### src/sv/task_priority_queue_macros.svh
// Assertion macros for the task priority queue.
// Included by the top level; needs nothing else.
`ifndef TASK_PRIORITY_QUEUE_MACROS_SVH
`define TASK_PRIORITY_QUEUE_MACROS_SVH

`ifndef NO_ASSERTIONS

// Same-cycle implication, clocked on clock, off while reset is high
`define TPQ_ASSERT_IMPL(name, ante, cons) \
   name: assert property (@(posedge clock) disable iff (reset) (ante) |-> (cons)) \
      else $error("task_priority_queue: assertion failed");

// Next-cycle implication, clocked on clock, off while reset is high
`define TPQ_ASSERT_NEXT(name, ante, cons) \
   name: assert property (@(posedge clock) disable iff (reset) (ante) |=> (cons)) \
      else $error("task_priority_queue: assertion failed");

`else

`define TPQ_ASSERT_IMPL(name, ante, cons)
`define TPQ_ASSERT_NEXT(name, ante, cons)

`endif

`endif

### src/sv/tpq_ram.sv
// Generic single-write, single-read RAM with registered read data.
// No dependencies.
module tpq_ram #(
   parameter int WIDTH = 8,
   parameter int DEPTH = 16,
   localparam int ADDR_BITS = (DEPTH > 1) ? $clog2(DEPTH) : 1
) (
   input  logic                 clock,
   input  logic                 wr_en,
   input  logic [ADDR_BITS-1:0] wr_addr,
   input  logic [WIDTH-1:0]     wr_data,
   input  logic                 rd_en,
   input  logic [ADDR_BITS-1:0] rd_addr,
   output logic [WIDTH-1:0]     rd_data
);

   logic [WIDTH-1:0] mem_ff [DEPTH];
   logic [WIDTH-1:0] rd_data_ff;

   // Write port
   always_ff @(posedge clock) begin
      if (wr_en) begin
         mem_ff[wr_addr] <= wr_data;
      end
   end

   // Registered read port
   always_ff @(posedge clock) begin
      if (rd_en) begin
         rd_data_ff <= mem_ff[rd_addr];
      end
   end

   assign rd_data = rd_data_ff;

endmodule

### config.mk
export PLATFORM = sky130hd
export DESIGN_NAME = tpq_ram
export DESIGN_NICKNAME = d
export VERILOG_FILES = /design/src/sv/task_priority_queue_macros.svh /design/src/sv/tpq_ram.sv
export SDC_FILE = /design/constraint.sdc
export NUM_CORES = 1
export LEC_CHECK = 0
export ABC_AREA = 1
export CAP_MARGIN = 15
export CORE_ASPECT_RATIO = 1.4
export CORE_MARGIN = 3
export CORE_UTILIZATION = 64
export CTS_BUF_LIST = sky130_fd_sc_hd__clkbuf_4 sky130_fd_sc_hd__clkbuf_8
export CTS_CLUSTER_DIAMETER = 80
export CTS_CLUSTER_SIZE = 8
export DETAILED_ROUTE_END_ITERATION = 16
export DONT_BUFFER_PORTS = 1
export PLACE_DENSITY = 0.8
export SLEW_MARGIN = 20
export SYNTH_ARGS = -nofsm -noshare
export SYNTH_HDL_FRONTEND = slang
export SYNTH_SLANG_ARGS = --single-unit
### constraint.sdc
create_clock -name clock -period 3.2 [get_ports clock]
set_input_delay 0.96 -clock clock [delete_from_list [all_inputs] [get_ports clock]]
set_output_delay 0.96 -clock clock [all_outputs]
set_load 0.05 [all_outputs]
==> flow_metrics.py <==
metrics = {
    "run_status": {
        "run_status": "complete, no violations",
    },
    "sta": {
        "rsz0062_at_grt": "false",
        "maxSlewViolCount": 0,
        "layout_worst_path_cycle_share_pct": 65.0,
        "fin_worst_skew_ns": 0.00906,
        "fin_hold_ws_ns": 0.609,
        "worst-slew-pin-transition_ns": 0.844,
        "final_hold_viol_count": 0,
        "setup_violations": 0,
        "fin_setup_tns_ns": 0,
        "slew_headroom_pct": 43.5,
        "maxClockFrequency_mhz": 481,
        "final_critical_path_time_including_i_o_delays_and_setup_ns": 2.08,
    },
    "detailed_routing": {
        "routed_via_count_divided_by_cell_count": 5.53,
        "vias": 3686,
        "wl_per_cell_um": 18.1,
        "ant_nets": 0,
        "drt_first_pass_iters": 5,
        "first_iter_violations": 303,
        "route.final.wire_length_mm": 12.1,
        "drc": 0,
    },
    "floorplan": {
        "fp-row-count": 40,
        "ioPinCount": 27,
        "die_h_um": 119,
        "start_util_pct": 66.8,
        "chipWidth_um": 86.8,
        "core_region_area_sq_um": 8760,
        "die_footprint_sq_um": 10300,
    },
    "place": {
        "placement.io_buffers": 0,
        "globalplace.congestion": 0.937,
        "detailedPlacementHpwl_mm": 7.70,
        "place_inst": 634,
        "dpl-instance-area_sq_um": 5830,
    },
    "layout": {
        "commonest_non_fill_non_tap_cells_in_the_layout": "sky130_fd_sc_hd__nand2_1 (173), sky130_fd_sc_hd__edfxtp_1 (136), sky130_fd_sc_hd__inv_1 (100)",
        "nNetsFinal": 567,
        "fillCellCount": 633,
        "final_layout_size_suffix_gt1_share_pct": 5.53,
        "area_growth_pct": 5.91,
        "final_common_cell": "sky130_fd_sc_hd__nand2_1",
        "antennaDiodeCount": 0,
        "final_non_filler_cell_area_sq_um": 6190,
        "fin_cells": 666,
    },
    "critical_path": {
        "timing.critical_path.to_type": "primary output",
        "reg2reg_to": "rd_data[3]$_DFFE_PP_",
        "r2r_cells": 6,
        "ff2ff_setup_slack_ns": 2.02,
        "cp.required_ns": 2.24,
        "path_max_fanout": 1,
        "critical_path.reg2reg.startpoint": "mem_ff[12][3]$_DFFE_PP_",
        "timing.setup.critical_path_class": "reg -> out",
        "critical_path.startpoint_type": "flip-flop",
        "worst_ep_arrival_time_ns": 1.12,
    },
    "yosys": {
        "synth.ff_latch_count": 136,
        "synth_compound_gate_area_share_pct": 0,
        "synth_largest_type_area_fraction_pct": 69.8,
        "dominant_combinational_cell_family_by_area_after_synthesis": "simple AND/OR/NAND/NOR gates",
        "share_of_cell_area_taken_by_muxes_after_synthesis_pct": 0,
        "synth_warnings": 0,
        "synthSimpleGateAreaFrac_pct": 20.8,
        "synthXorXnorAreaFrac_pct": 0,
        "synth_cell_type_count": 11,
        "sequential_to_total_area_share_from_yosys_stat_pct": 69.8,
        "avgSynthCellArea_sq_um": 10.6,
        "synth_fa_ha_area_share_pct": 0,
        "synthesis.nets": 570,
        "netlist_top_cells_area": "sky130_fd_sc_hd__edfxtp_1 (70%), sky130_fd_sc_hd__nand2_1 (11%), sky130_fd_sc_hd__nand3_1 (8.3%)",
        "synthesis.instances": 551,
        "netlist.top_cell.by_area": "sky130_fd_sc_hd__edfxtp_1",
        "post_synth_instance_area_sq_um": 5850,
    },
    "min_path": {
        "timing.hold.worst_path_depth": 0,
        "min-delay-start": "wr_data[5]",
        "holdCritPathClass": "in -> reg",
        "min_to": "mem_ff[8][5]$_DFFE_PP_",
    },
    "power_and_ir_drop": {
        "sw_frac_of_total_pct": 21.0,
        "internal_power_mw": 2.75,
        "powerDensity_nw_per_um2": 563,
        "share_comb_of_total_power_pct": 4.2,
        "total_switching_power_mw": 0.732,
        "share_of_power_burned_in_the_clock_network_pct": 36.9,
        "p_total_mw": 3.49,
        "seqPwrFrac_pct": 58.9,
        "largest_voltage_drop_on_the_vdd_net_v": 0.000460,
        "leakagePower_nw": 2.62,
    },
    "clock_tree": {
        "clkSlewWorstSetupHoldPaths_ns": 0.07,
        "cts_root_buffer": "sky130_fd_sc_hd__clkbuf_8",
        "postCtsSetupBuffers": 0,
        "clock_insertion_delay_worst_skew_ns": 0.44,
        "post_cts_resized": 0,
        "cts-buffers-inserted": 17,
        "ctsLongestPathBuffers": 2,
        "cts_num_sinks": 136,
        "htree_num_levels": 4,
        "tritoncts_clock_tree": "yes",
        "post_cts_hold_buffer_count": 0,
    },
    "grt": {
        "grt_pass1_wl_mm": 19.4,
        "grt_start_max_net_pins": 66,
        "grtUsageTotal_pct": 25.8,
        "antenna_violations_before_repair": 0,
        "first_global_vias": 3731,
        "global_route.overflow_total": 0,
    },
    "flow_run": {
        "max-cap-violations": 0,
    },
}
==> cells in the mapped netlist <==
cell type / instances
sky130_fd_sc_hd__buf_1: 1
sky130_fd_sc_hd__inv_2: 2
sky130_fd_sc_hd__buf_6: 6
sky130_fd_sc_hd__nand3b_1: 2
sky130_fd_sc_hd__edfxtp_1: 136
sky130_fd_sc_hd__buf_4: 4
sky130_fd_sc_hd__nand2_1: 173
sky130_fd_sc_hd__buf_2: 13
sky130_fd_sc_hd__inv_1: 100
sky130_fd_sc_hd__nor2_1: 17
sky130_fd_sc_hd__nand3_1: 97
==> per-stage QoR <==
step	worst slack, ns	utilization, %
after floorplan	1.29	-
after global placement	0.864	66.5
after detailed placement	0.838	66.5
after CTS	1.09	70.7
after global routing	1.09	70.7
final	1.12	70.7
==> cells by family after synthesis <==
kind of cell / count (synthesis)
AND/OR/NAND/NOR: 289
flip-flops: 136
buffers and inverters: 126
==> power by group through the flow <==
stage          sequential, mW  clock [mW]  combinational (mW)
4_1_cts                  2.05        1.30               0.148
2_1_floorplan            2.08           0               0.141
5_1_grt                  2.05        1.38               0.168
3_3_place_gp             2.09           0               0.143
6_report                 2.05        1.29               0.148
3_5_place_dp             2.09           0               0.147
==> cell type report <==
cell class | count | area [sq um] | area share, %
Multi-Input combinational cell | 289 | 1210 | 19.6
Clock inverter | 12 | 109 | 1.76
Inverter | 102 | 383 | 6.18
Tap cell | 105 | 131 | 2.12
Sequential cell | 136 | 4080 | 66.0
Clock buffer | 20 | 256 | 4.14
Timing Repair Buffer | 2 | 15.0 | 0.242
==> how the worst max path moves through the flow <==
stage	slack, ns	cells after the start	to	start
2_1_floorplan	1.29	2	mem_ff[10][0]$_DFFE_PP_	wr_addr[2]
3_3_place_gp	0.86	7	rd_data[1]$_DFFE_PP_	rd_addr[0]
3_5_place_dp	0.84	7	rd_data[1]$_DFFE_PP_	rd_addr[0]
4_1_cts	1.09	0	rd_data[1]	rd_data[1]$_DFFE_PP_
5_1_grt	1.09	0	rd_data[1]	rd_data[1]$_DFFE_PP_
6_report	1.12	0	rd_data[4]	rd_data[4]$_DFFE_PP_
==> sequential cells by signal (all words and copies together) (netlist names) <==
name and flops:
mem_ff 128, rd_data 8
==> layer usage <==
metal / GRT usage [%] / share of wire, % / up-vias
met2: 41.0 / 50 / 162
li1: - / - / 1769
met4: 13.3 / 3.4 / 0
met3: 7.20 / 8.3 / 34
met1: 32.1 / 38 / 1721
met5: 0 / 0 / -
Power figures use the tool's default switching activity.
