==> src/sv/task_priority_queue_macros.svh <==
// Assertion macros for the task priority queue.
// Included by the top level; needs nothing else.
`ifndef TASK_PRIORITY_QUEUE_MACROS_SVH
`define TASK_PRIORITY_QUEUE_MACROS_SVH

`ifndef NO_ASSERTIONS

// Same-cycle implication, clocked on clock, off while reset is high
`define TPQ_ASSERT_IMPL(name, ante, cons) \
   name: assert property (@(posedge clock) disable iff (reset) (ante) |-> (cons)) \
      else $error("task_priority_queue: assertion failed");

// Next-cycle implication, clocked on clock, off while reset is high
`define TPQ_ASSERT_NEXT(name, ante, cons) \
   name: assert property (@(posedge clock) disable iff (reset) (ante) |=> (cons)) \
      else $error("task_priority_queue: assertion failed");

`else

`define TPQ_ASSERT_IMPL(name, ante, cons)
`define TPQ_ASSERT_NEXT(name, ante, cons)

`endif

`endif

==> src/sv/tpq_best.sv <==
// Running-maximum tracker: one comparator shared over the whole table scan.
// No dependencies.
module tpq_best #(
   parameter int SLOT_BITS     = 8,
   parameter int USER_BITS     = 16,
   parameter int PRIORITY_BITS = 16
) (
   input  logic                     clock,
   input  logic                     reset,
   input  logic                     start,
   input  logic                     sample,
   input  logic                     entry_valid,
   input  logic [SLOT_BITS-1:0]     entry_slot,
   input  logic [USER_BITS-1:0]     entry_user,
   input  logic [PRIORITY_BITS-1:0] entry_priority,
   output logic                     found,
   output logic [SLOT_BITS-1:0]     best_slot,
   output logic [USER_BITS-1:0]     best_user
);

   logic                     found_ff, found_in;
   logic [SLOT_BITS-1:0]     slot_ff;
   logic [USER_BITS-1:0]     user_ff;
   logic [PRIORITY_BITS-1:0] pri_ff;
   logic                     take;

   // Slots arrive in rising order, so >= hands ties to the larger task id
   assign take = sample && entry_valid && (!found_ff || (entry_priority >= pri_ff));

   always_comb begin
      found_in = found_ff;
      if (start) begin
         found_in = 1'b0;
      end else if (take) begin
         found_in = 1'b1;
      end
   end

   always_ff @(posedge clock) begin
      if (reset) begin
         found_ff <= 1'b0;
      end else begin
         found_ff <= found_in;
      end
   end

   // Best entry payload
   always_ff @(posedge clock) begin
      if (take && !start) begin
         slot_ff <= entry_slot;
         user_ff <= entry_user;
         pri_ff  <= entry_priority;
      end
   end

   assign found     = found_ff;
   assign best_slot = slot_ff;
   assign best_user = user_ff;

endmodule
==> config.mk <==
export PLATFORM = sky130hd
export DESIGN_NAME = tpq_best
export DESIGN_NICKNAME = d
export VERILOG_FILES = /design/src/sv/task_priority_queue_macros.svh /design/src/sv/tpq_best.sv
export SDC_FILE = /design/constraint.sdc
export NUM_CORES = 1
export LEC_CHECK = 0
export BUFFER_PORTS_ARGS = -buffer_cell sky130_fd_sc_hd__buf_2
export CAP_MARGIN = 20
export CORE_UTILIZATION = 40
export CTS_BUF_LIST = sky130_fd_sc_hd__clkbuf_16
export DETAILED_ROUTE_END_ITERATION = 8
export MAX_ROUTING_LAYER = met4
export PLACE_DENSITY = 0.68
export SLEW_MARGIN = 40
export SYNTH_ARGS = -nofsm -noshare
export SYNTH_HDL_FRONTEND = slang
export SYNTH_SLANG_ARGS = --single-unit
==> constraint.sdc <==
create_clock -name clock -period 3.6 [get_ports clock]
set_input_delay 0.18 -clock clock [delete_from_list [all_inputs] [get_ports clock]]
set_output_delay 0.18 -clock clock [all_outputs]
set_load 0.005 [all_outputs]
==> flow_metrics.py, run 1 <==
metrics = {
    "status": {
        "outcome": "completed",
    },
    "timing": {
        "hold_viol_final": 0,
        "setup_violations": 0,
        "fin_crit_sh_pct": 65.7,
        "slew_headroom_pct": 56.6,
        "fin_crit_ps": 2360,
        "finalSetupTns_ps": 0,
        "skew_ps": 5.98,
        "rsz0062_at_grt": "no",
        "fmax_mhz": 423,
        "tightest_slew_ps": 650,
        "drv_slew": 0,
    },
    "synth": {
        "synthesis.area_mm2": 0.00166,
        "synth.mux.area_fraction_pct": 0,
        "synth_fp_nets": 161,
        "synth_compound_area_share_pct": 6.33,
        "synth_xor_area_share_pct": 0,
        "ys_warn_count": 0,
        "yosys.area_share.simple_pct": 4.29,
        "synth_top_family_by_area": "adder cells",
        "yosys.area_share.adder_pct": 12.0,
        "ys_seq_elements": 41,
        "synth.yosys.seq_area_share_pct": 73.5,
        "synth.distinct_cells": 21,
        "syn_inst": 100,
        "avgSynthCellArea_um2": 16.6,
    },
    "critical_path": {
        "cpMaxStageDelayCell": "a2111oi_1",
        "setup.worst_path.start_class": "register",
        "critical_path_class": "register to register",
        "crit_path_max_fanout": 22,
        "path_buf_inv": 2,
        "crit_arrival_ps": 2390,
        "slowest_delay_ps": 610,
        "endpoint_kind": "register",
        "crit_family": "compound AO/OA/AOI/OAI gates",
        "crit_chain": "inv_1 -> ha_1 -> a21oi_2 -> o21ai_1 -> a2111oi_1 -> o2bb2ai_4 -> buf_16",
        "required_ps": 3630,
    },
    "drt": {
        "totalWireLength_um": 2940,
        "drt-vias-per-instance": 4.64,
        "first_iter_violations": 43,
        "drtPass1Iterations": 2,
        "ant_nets": 0,
        "num_vias": 1057,
        "drc": 0,
        "routedWlPerCell_um": 12.9,
    },
    "power": {
        "clkPwrFrac_pct": 47.9,
        "vdd_drop_max_uv": 203,
        "power_mw": 1.19,
        "p_per_area_mw_per_mm2": 516,
        "power.switching_mw": 0.212,
        "p_sw_share_pct": 17.8,
        "seq_power_share_pct": 45.6,
        "p_leak_nw": 1.02,
        "combPwrFrac_pct": 6.5,
        "p_int_mw": 0.980,
    },
    "placed_design": {
        "dp_hpwl_um": 2340,
        "port_buffers": 69,
        "place_area_mm2": 0.00212,
        "gp_congestion": 0.716,
    },
    "cells_and_area": {
        "antennaDiodeCount": 0,
        "final_util_pct": 57.7,
        "final_common_cell": "buf_2",
        "nNetsFinal": 238,
        "drive_above_1_share_pct": 46.1,
        "final_cell_mix": "69 x buf_2, 40 x edfxtp_1, 17 x inv_1",
        "area_delta_synth_final_pct": 39.0,
        "fillers": 334,
        "final_cell_area_mm2": 0.00231,
    },
    "global_route": {
        "grt_pass1_vias": 998,
        "grt_use_total_pct": 14.1,
        "grt.overflow.total": 0,
        "grt_max_degree": 23,
        "antenna_found_initial": 0,
        "grt_pass1_wl_um": 4310,
    },
    "flow_run": {
        "cap_violations": 0,
    },
    "die": {
        "die_area_mm2": 0.00442,
        "initial_core_util_pct": 41.5,
        "coreArea_mm2": 0.00400,
        "ios": 70,
        "fp.dieW_um": 66.5,
        "std_cell_rows": 23,
        "die_y_um": 66.5,
    },
    "clock_network": {
        "clk_pin_slew_ps": 60,
        "clkSinkCount": 41,
        "ctsHoldBuffers": 0,
        "cts_buffers": 5,
        "cts_setup_buffers": 0,
        "root_buffer": "clkbuf_16",
        "clk_latency_ps": 280,
        "clk_path_buf_depth": 2,
        "cts_tree": "built",
        "htree_levels": 2,
        "postCtsResizedCells": 0,
    },
    "worst_hold_path": {
        "hold_path_class": "input pin to register",
    },
}
-- metrics by stage --
step                hold WS [ps]  instances  setup slack, ps
CTS                         50.7        228             1230
global placement             343        219             1330
global route                49.7        228              972
floorplan                    253        100              292
detailed placement           345        220             1260
finish                      54.4        228             1240
-- metal layers --
metal  vias up  global-route usage, %  routed length [um]
li1        524                      -                   -
met1       470                   16.6                1330
met2        59                   22.7                1300
met3         4                   4.97                 289
met4         0                   4.52                  21
met5         -                      -                   0
-- synthesized netlist by cell type, drive strengths merged --
master   count  area, um^2
o21a         2        15.0
or2          1        6.26
a21oi        5        28.8
a211oi       1        7.51
a2111oi      2        25.0
a21boi       1        7.51
o2bb2ai      1        8.76
and4         2        17.5
dfxtp        1        20.0
nand2        4        15.0
inv         17        63.8
nand3        1        5.00
o21ai        1        5.00
o31ai        1        7.51
ha          16         200
nand4        1        6.26
nand2b       1        13.8
nor2         2        7.51
edfxtp      40        1200
-- area by class of cell --
type	instances	area, um^2	area share, %
Timing Repair Buffer	70	373	16.1
Sequential cell	41	1220	52.9
Clock inverter	3	68.8	2.98
Inverter	17	63.8	2.76
Multi-Input combinational cell	42	395	17.1
Tap cell	50	62.6	2.71
Clock buffer	5	125	5.42
-- registers in the layout, summed over array words and instances (netlist names) --
name and cells:
best_slot 8, best_user 16, found 1, pri_ff 16
-- worst paths after layout --
check / from / slack [ps] / to / depth (start not counted)
min: reset / 50 / found / 2
max: pri_ff[11] / 1240 / pri_ff[8] / 7
max reg2reg: pri_ff[11] / 1240 / pri_ff[8] / 7
min reg2reg: found / 520 / found / 2
-- worst register-to-register path, delay by kind of cell, from the launching register on --
| kind | cells | cell delay [ps] |
|---|---|---|
| AO/OA/AOI/OAI | 4 | 1160 |
| flip-flops | 1 | 370 |
| buffers and inverters | 2 | 340 |
| adder cells (fa/ha/maj) | 1 | 260 |
-- power by group through the flow --
| stage | registers, mW | logic, mW | clock network [mW] |
|---|---|---|---|
| after floorplan | 0.556 | 0.0302 | 0 |
| after global placement | 0.553 | 0.0719 | 0 |
| after detailed placement | 0.554 | 0.0787 | 0 |
| after CTS | 0.544 | 0.0795 | 0.581 |
| after global routing | 0.544 | 0.0883 | 0.600 |
| final | 0.544 | 0.0771 | 0.570 |
-- cell families (layout without fill, tap and decap cells) --
family / after synthesis / after routing
compound gates: 14 / 14
fa+ha+maj: 16 / 16
buf+inv: 17 / 95
flops: 41 / 41
simple gates: 12 / 12
Power figures use the tool's default switching activity.
==> inputs of run 2 (changes only) <==
- PLACE_DENSITY: 0.68 -> 0.7
- clock period: 3.6 -> 2 ns (I/O delays scaled with it)
==> flow_metrics.py, run 2 (same netlist as run 1, synthesis figures left out) <==
metrics = {
    "placed_design": {
        "place_area_mm2": 0.00212,
        "placed_cells": 221,
        "dp_hpwl_um": 2380,
        "gp_congestion": 0.735,
        "port_buffers": 69,
    },
    "flow_run": {
        "cap_violations": 0,
    },
    "critical_path": {
        "ff2ff_path_depth": 6,
        "cpMaxStageDelayCell": "edfxtp_1",
        "endpoint_kind": "register",
        "required_ps": 2040,
        "slowest_delay_ps": 380,
        "crit_arrival_ps": 1940,
        "crit_chain": "ha_1 -> nand2b_4 -> a2111oi_4 -> o31ai_2 -> o2bb2ai_4 -> clkbuf_16",
        "critical_path_class": "register to register",
        "crit_path_max_fanout": 8,
        "setup.worst_path.start_class": "register",
    },
    "die": {
        "die_y_um": 66.5,
        "fp.dieW_um": 66.5,
        "ios": 70,
        "std_cell_rows": 23,
        "die_area_mm2": 0.00442,
        "initial_core_util_pct": 41.5,
        "coreArea_mm2": 0.00400,
    },
    "drt": {
        "drc": 0,
        "first_iter_violations": 34,
        "drtPass1Iterations": 4,
        "ant_nets": 0,
        "drt-vias-per-instance": 4.59,
        "totalWireLength_um": 3220,
        "routedWlPerCell_um": 13.4,
        "num_vias": 1105,
    },
    "power": {
        "p_per_area_mw_per_mm2": 823,
        "vdd_drop_max_uv": 425,
        "p_leak_nw": 1.07,
    },
    "cells_and_area": {
        "instances_no_fill": 241,
        "final_cell_area_mm2": 0.00246,
        "final_util_pct": 61.6,
        "antennaDiodeCount": 0,
        "nNetsFinal": 251,
        "drive_above_1_share_pct": 46.1,
        "area_delta_synth_final_pct": 48.2,
        "final_common_cell": "buf_2",
        "final_cell_mix": "69 x buf_2, 40 x edfxtp_1, 17 x inv_1",
        "fillers": 332,
    },
    "timing": {
        "fin_crit_sh_pct": 94.9,
        "fin_crit_ps": 1900,
        "hold_viol_final": 0,
        "drv_slew": 0,
        "slew_headroom_pct": 78.9,
        "fmax_mhz": 527,
        "skew_ps": 3.64,
        "setup_violations": 0,
        "tightest_slew_ps": 317,
        "finalSetupTns_ps": 0,
    },
    "clock_network": {
        "clkSinkCount": 41,
        "htree_levels": 2,
        "clk_pin_slew_ps": 60,
        "clk_path_buf_depth": 2,
        "cts_setup_buffers": 0,
        "clk_latency_ps": 280,
        "cts_buffers": 5,
        "cts_tree": "built",
        "root_buffer": "clkbuf_16",
    },
    "status": {
        "outcome": "completed",
    },
    "worst_hold_path": {
        "hold_path_depth": 1,
        "hold_path_class": "input pin to register",
    },
    "global_route": {
        "antenna_found_initial": 0,
        "grt_max_degree": 33,
        "grt_pass1_vias": 1079,
        "grt.overflow.total": 0,
        "grt_pass1_wl_um": 4730,
        "grt_use_total_pct": 15.6,
    },
}
-- run 2: worst max-delay path, delay by kind of cell, from the launching register on --
family / cells / cell delay (ps)
AND/OR/NAND/NOR: 1 / 150
adder cells (fa/ha/maj): 1 / 290
flip-flops: 1 / 380
buffers and inverters: 1 / 190
AO/OA/AOI/OAI: 3 / 650
-- run 2: area by class of cell --
cell class              count  area, um^2  area share [%]
inverters                  17        63.8            2.59
clock inverters             3        41.3            1.68
clock buffers               5         125            5.08
well taps                  50        62.6            2.54
multi-input cells          42         435            17.7
flip-flops and latches     41        1220            49.6
repair buffers             83         513            20.8
-- run 2: per-layer routing --
layer	track usage, %	part of all wire (%)
met5	-	0
met4	4.79	0.78
met3	4.97	9.1
met2	27.0	48
met1	17.0	42
-- run 2: metrics by stage --
step | total power [mW] | hold WS [ps] | worst slack (ps)
after floorplan | 1.06 | 173 | 2.08
after global placement | 1.13 | 269 | 104
after detailed placement | 1.14 | 265 | 36.9
after CTS | 2.03 | 0.432 | 12.3
after global routing | 2.10 | 0.962 | -6.64
final | 2.03 | 3.22 | 102
-- run 2: power by group --
group	internal, mW	total (mW)	switching [mW]
Combinational	0.0948	0.174	0.0793
Clock	0.583	0.874	0.291
Sequential	0.973	0.979	0.00569
Total	1.65	2.03	0.376
-- run 2: final timing paths --
check	startpoint	end	slack, ps
worst max-delay path	pri_ff[0]	best_user[14]	100
worst min-delay path	entry_slot[4]	best_slot[4]	3
worst max register to register	pri_ff[0]	best_user[14]	100
worst min register to register	found	pri_ff[13]	1020
-- run 2: repair_timing --
| action | in CTS | in global routing |
|---|---|---|
| endpoints found under the hold margin | 6 | 3 |
| hold buffers | 7 | 3 |
| endpoints found under the setup margin | 0 | 40 |
| gates resized for setup | 0 | 7 |
